File: src/hw/rtl/zrt_pkg.sv
// Shared types, constants and widths for the zero-range torus step unit.
package zrt_pkg;

  localparam int SIDE_DEFAULT = 32;
  localparam int DVD_W = 24;
  localparam int DVS_W = 17;
  localparam int RATE_W = 25;
  localparam int SUM_W = 40;
  localparam int PART_W = 42;
  localparam int OCC_W = 16;
  localparam int SITE_W = 10;
  localparam int PADDR_W = 3;

  localparam logic [RATE_W-1:0] RATE_ONE = RATE_W'(65536);

  localparam logic [PADDR_W-1:0] ADDR_PARTICLE_COUNT = 3'h0;
  localparam logic [PADDR_W-1:0] ADDR_RATE_BIAS = 3'h4;

  typedef enum logic [1:0] {
    OP_INIT = 2'd0,
    OP_STEP = 2'd1,
    OP_READ = 2'd2,
    OP_NOP = 2'd3
  } opcode_t;

  typedef enum logic [4:0] {
    S_IDLE,
    S_INIT_Q,
    S_INIT_G0,
    S_INIT_G1,
    S_INIT_FILL,
    S_REF_RD,
    S_REF_START,
    S_REF_WAIT,
    S_MUL_LO,
    S_MUL_HI,
    S_WALK,
    S_SRC_RD,
    S_SRC_DATA,
    S_DST_DATA,
    S_DIV_SRC,
    S_DIV_DST,
    S_WR_SRC,
    S_WR_DST,
    S_READ_RD,
    S_EMIT
  } state_t;

endpackage

File: src/hw/rtl/zrt_div.sv
// Restoring divider, one quotient bit per cycle.
module zrt_div import zrt_pkg::*; (
  input  logic             clk,
  input  logic             rst,
  input  logic             start,
  input  logic [DVD_W-1:0] dividend,
  input  logic [DVS_W-1:0] divisor,
  output logic             busy,
  output logic             done,
  output logic [DVD_W-1:0] quotient,
  output logic [DVS_W-1:0] remainder
);

  localparam int CNT_W = $clog2(DVD_W + 1);

  logic [DVS_W-1:0] rem;
  logic [DVD_W-1:0] quo;
  logic [DVS_W-1:0] dvs;
  logic [CNT_W-1:0] cnt;
  logic [DVS_W:0]   shifted;
  logic [DVS_W:0]   diff;
  logic             fits;

  assign shifted = {rem, quo[DVD_W-1]};
  assign diff = shifted - {1'b0, dvs};
  assign fits = shifted >= {1'b0, dvs};

  always_ff @(posedge clk) begin
    if (rst) begin
      busy <= 1'b0;
      done <= 1'b0;
    end else begin
      done <= 1'b0;
      if (start) begin
        busy <= 1'b1;
      end else if (busy && cnt == CNT_W'(1)) begin
        busy <= 1'b0;
        done <= 1'b1;
      end
    end
  end

  always_ff @(posedge clk) begin
    if (start) begin
      rem <= '0;
      quo <= dividend;
      dvs <= divisor;
      cnt <= CNT_W'(DVD_W);
    end else if (busy) begin
      rem <= fits ? diff[DVS_W-1:0] : shifted[DVS_W-1:0];
      quo <= {quo[DVD_W-2:0], fits};
      cnt <= cnt - CNT_W'(1);
    end
  end

  assign quotient = quo;
  assign remainder = rem;

endmodule

File: config.mk
export PLATFORM = sky130hd
export DESIGN_NAME = zrt_div
export DESIGN_NICKNAME = d
export VERILOG_FILES = /design/src/hw/rtl/zrt_pkg.sv /design/src/hw/rtl/zrt_div.sv
export SDC_FILE = /design/constraint.sdc
export NUM_CORES = 1
export LEC_CHECK = 0
export BUFFER_PORTS_ARGS = -buffer_cell sky130_fd_sc_hd__buf_2
export CORE_MARGIN = 2
export CORE_UTILIZATION = 40
export DETAILED_ROUTE_END_ITERATION = 6
export PLACE_DENSITY = 0.66
export SYNTH_ARGS = -nofsm -noshare
export SYNTH_HDL_FRONTEND = slang
export SYNTH_SLANG_ARGS = --single-unit
File: constraint.sdc
create_clock -name clk -period 3.7 [get_ports clk]
set_input_delay 0.74 -clock clk [delete_from_list [all_inputs] [get_ports clk]]
set_output_delay 0.74 -clock clk [all_outputs]
set_load 0.05 [all_outputs]
* Yosys cells after proc, flatten, opt, wreduce, memory -nomap -nowiden
Index checks and enable logic that the tools add are counted.
Word-level totals: bits of input ports 44, word-level logic and storage cells 20, bits in registers 65, output and inout port bits 43
Cells by class: multiplexer cells 6, reductions and logical operators 4, $lt $le $gt $ge 1, equality and inequality tests 1, $add $sub $neg 2
Operator list (number):
- $mux W24 | 2
- $ge A18 B17 Y1 | 1
- $mux W17 | 1
- $sub A17 B17 Y17 | 1
- $eq A5 B1 Y1 const B | 1
- $sub A5 B1 Y5 const B | 1
- $reduce_bool A2 Y1 | 2
- $mux W1 | 3
- $reduce_or A2 Y1 | 1
- $logic_and A1 B1 Y1 | 1

* Logic depth before layout (Yosys ltp)
depth after elaboration 4, depth in mapped cells 11, mapped depth without buffers 10

* Worst setup path after synthesis
OpenSTA, ideal clock, no wires.
path type reg-to-reg, start point reg quo[23] (netlist: quotient[23]), end point reg quo[0] (netlist: quotient[0]) (data pin), data required time 3440 ps, setup time 260 ps, data arrival time 2564 ps, path buffers 1, period minus slack after synthesis 2824 ps, cell stages (with the launch flop) 11, slack 876 ps, cells stage by stage edfxtp_1 inv_1 ha_1 inv_1 fa_1 a21o_1 a221oi_4 o21ai_2 a21bo_2 buf_2 mux2_2
On the way: longest elaborated chain between the ends 3
RTL lines:
- from (decl) | RTL line zrt_div.sv:17 | logic [DVD_W-1:0] quo;
- from (signal assigned) | RTL line zrt_div.sv:46 | quo <= dividend;
- from (signal assigned) | RTL line zrt_div.sv:51 | quo <= {quo[DVD_W-2:0], fits};
- $ge A18 B17 Y1 | RTL line zrt_div.sv:26 | assign fits = shifted >= {1'b0, dvs};
- $mux W24 | RTL line zrt_div.sv:49 | end else if (busy) begin
- $mux W24 | RTL line zrt_div.sv:44 | if (start) begin
No other way between the ends. The select of a mux whose other input is x is not followed. A chain may end at the register's enable or synchronous reset.

* Worst setup path after layout
start point reg quo[23] (netlist: quotient[23]), end point reg rem[10] (netlist: remainder[10])
On the way: longest elaborated chain between the ends 2, elaborated cells between the ends (all ways) 3
RTL lines:
- $sub A17 B17 Y17 / $ge A18 B17 Y1 (equally long branches) | RTL line zrt_div.sv:25, zrt_div.sv:26
- $mux W17 * | RTL line zrt_div.sv:50 | rem <= fits ? diff[DVS_W-1:0] : shifted[DVS_W-1:0];
- to (signal assigned) | RTL line zrt_div.sv:50
- to (decl) | RTL line zrt_div.sv:16 | logic [DVS_W-1:0] rem;
Mark *: on every way between the ends. The rest lies on a longest branch, timed or not.

==> impl_metrics.json <==
{
  "rrSetupSlack_ps": 890,
  "synth_nets": 398,
  "numClockSinks": 65,
  "n_antenna_cell": 0,
  "finalWirelength_um": 8380,
  "place.gp.congestion": 0.8802,
  "ios": 87,
  "leakage_uw": 0.001888,
  "worstPathArrival_ps": 3060,
  "grt_pass1_vias": 2928,
  "yosysSeqAreaShare_pct": 47.45,
  "clock_power_share_pct": 36.7,
  "critPathMaxFanout": 19,
  "dieArea_um2": 9794,
  "routedWlPerCell_um": 15.75,
  "synth.distinct_cells": 60,
  "synth_area_um2": 3607,
  "vdd_ir_drop_max_mv": 0.3340,
  "synth_area_per_cell_um2": 10.80,
  "syn_to_final_growth_pct": 21.40,
  "grt_usage_pct": 17.85,
  "slew_headroom_pct": 39.51,
  "viasPerCell": 5.479,
  "hpwlAfterDp_um": 6162,
  "num_rows": 34,
  "hold_ws_ps": 509.6,
  "drt_iter0_markers": 205,
  "fin_skew_ps": 9.092,
  "switchingPower_uw": 631.9,
  "fin_crit_sh_pct": 75.99,
  "yosysTopAreaCell": "edfxtp_1",
  "rsz0062_at_grt": "no",
  "die_width_um": 98.97,
  "tightest_slew_ps": 904.0,
  "p_seq_share_pct": 42.0,
  "outcome": "complete, no violations",
  "ys_ff_latch": 65,
  "final-hold-violation-count": 0,
  "clkSlewWorstSetupHoldPaths_ps": 80,
  "drcViolationCount": 0,
  "post-route-cell-area_um2": 4379,
  "grt_pass1_wl_um": 14010,
  "cts_setup_buffers": 0,
  "initial_core_util_pct": 41.36,
  "grt_max_degree": 41,
  "criticalPathCategory": "flop to flop",
  "cp-start-kind": "flop",
  "comb_power_share_pct": 21.3,
  "root_buffer": "clkbuf_8",
  "vias": 2915,
  "ys.flop_type": "edfxtp_1",
  "clockBufferDepth": 2,
  "antenna_found_initial": 0,
  "hold_class": "flop to flop",
  "post_cts_resized": 0,
  "dp_cells": 516,
  "synth_common_cells": "edfxtp_1, inv_1, dfxtp_1, mux2_2, nor2_1",
  "fin_nets": 483,
  "setup_violations": 0,
  "fillers": 791,
  "core_area_um2": 8721,
  "fmax_ghz": 0.3557,
  "io_buffers": 86,
  "drive_gt1_share_pct": 33.49,
  "cts_tree": "built",
  "yosysMostFrequentCell": "edfxtp_1",
  "synth.area.top_cells": "edfxtp_1, dfxtp_1, mux2_2",
  "period_needed_ps": 2812,
  "place_area_um2": 4129,
  "holdBufCountCts": 0,
  "required_ps": 3950,
  "p_int_uw": 1444,
  "ys_async_sr_fraction_pct": 0,
  "insertion_delay_ps": 350,
  "postRouteAntennaNets": 0,
  "syn_inst": 334,
  "cts_made_buffers": 9,
  "cp-end-kind": "flop",
  "synth_edf_count": 41,
  "tns_ps": 0,
  "yosysWarnings": 0,
  "drt-pass1-iter-count": 4,
  "powerDensity_nw_per_um2": 474.0,
  "synth_top_area_share_pct": 34.13,
  "drv_cap": 0,
  "p_sw_share_pct": 30.44,
  "grt_overflow": 0,
  "final_cells": 532,
  "cts_htree_levels": 3,
  "die_y_um": 98.97,
  "final_max_slew_viol_count": 0
}
==> flip-flops by register name (all words and copies together) (netlist names) <==
name       cells
quotient      24
cnt            5
remainder     17
done           1
dvs           17
busy           1
==> final timing paths <==
check | from | to | depth (start not counted)
worst min register to register | remainder[1] | remainder[1] | 2
worst min-delay path | remainder[1] | remainder[1] | 2
worst max register to register | quotient[23] | remainder[10] | 10
worst max-delay path | quotient[23] | remainder[10] | 10
==> power by group through the flow <==
stage               Combinational (uW)  Clock, uW  Sequential, uW
floorplan                          217          0            1000
global placement                   436          0             887
detailed placement                 441          0             888
CTS                                442        774             873
global route                       479        811             880
finish                             441        762             872
==> cells in the final DEF (no fill, tap or decap), drive strengths merged, types with 3 or more instances in the layout <==
cell type | netlist | layout
nand4 | 3 | 3
inv | 25 | 27
o211ai | 3 | 3
clkbuf | 6 | 9
bufinv | 0 | 3
nand2b | 5 | 5
xnor2 | 11 | 11
ha | 19 | 19
a211oi | 4 | 4
or3 | 3 | 3
buf | 9 | 89
dfxtp | 24 | 24
o21ai | 18 | 18
nand3 | 17 | 17
a32oi | 7 | 7
o21a | 3 | 3
nor3 | 6 | 6
mux2 | 24 | 24
a21oi | 8 | 8
xor2 | 5 | 5
edfxtp | 41 | 41
nor2 | 24 | 24
nand2 | 19 | 19
a311oi | 5 | 5
o311ai | 4 | 4
a21o | 6 | 6
==> cell families (layout without fill, tap and decap cells) <==
family	Yosys count	count (layout)	share of synthesized area, %
fa+ha+maj	20	20	7.145
buf+inv	40	130	4.440
simple gates	90	90	12.42
flops	65	65	47.45
compound gates	77	77	16.61
mux	26	26	8.047
xor+xnor	16	16	3.885
==> area by class of cell <==
| type | instances | area [um^2] | area share, % |
|---|---|---|---|
| Sequential cell | 65 | 1712 | 39.09 |
| Multi-Input combinational cell | 229 | 1735 | 39.63 |
| Clock inverter | 7 | 126.4 | 2.886 |
| Timing Repair Buffer | 89 | 452.9 | 10.34 |
| Tap cell | 108 | 135.1 | 3.086 |
| Clock buffer | 9 | 123.9 | 2.829 |
| Inverter | 25 | 93.84 | 2.143 |
==> metrics by stage <==
step	setup WS, ps	power, uW	util [%]
after floorplan	875.7	1218	-
after global placement	1003	1322	47.35
after detailed placement	890.7	1328	47.35
after CTS	865.2	2089	50.22
after global routing	602.4	2171	50.22
final	888.5	2076	50.22
==> critical path, cell delays in order, from the launching register on <==
cell,delay [ps]
edfxtp_1,410
inv_1,80
ha_1,160
inv_1,60
fa_1,400
a21o_1,260
a221oi_4,290
o21ai_2,130
a21boi_4,480
nor2_2,90
a2111oi_2,340
==> metal layers <==
| metal | GRT usage [%] | vias to the layer above | wire length (um) |
|---|---|---|---|
| li1 | - | 1418 | - |
| met1 | 23.25 | 1367 | 3810 |
| met2 | 27.34 | 115 | 3801 |
| met3 | 5.745 | 15 | 607 |
| met4 | 7.587 | 0 | 161 |
| met5 | 0 | - | 0 |
(Power assumes the default switching activity.)
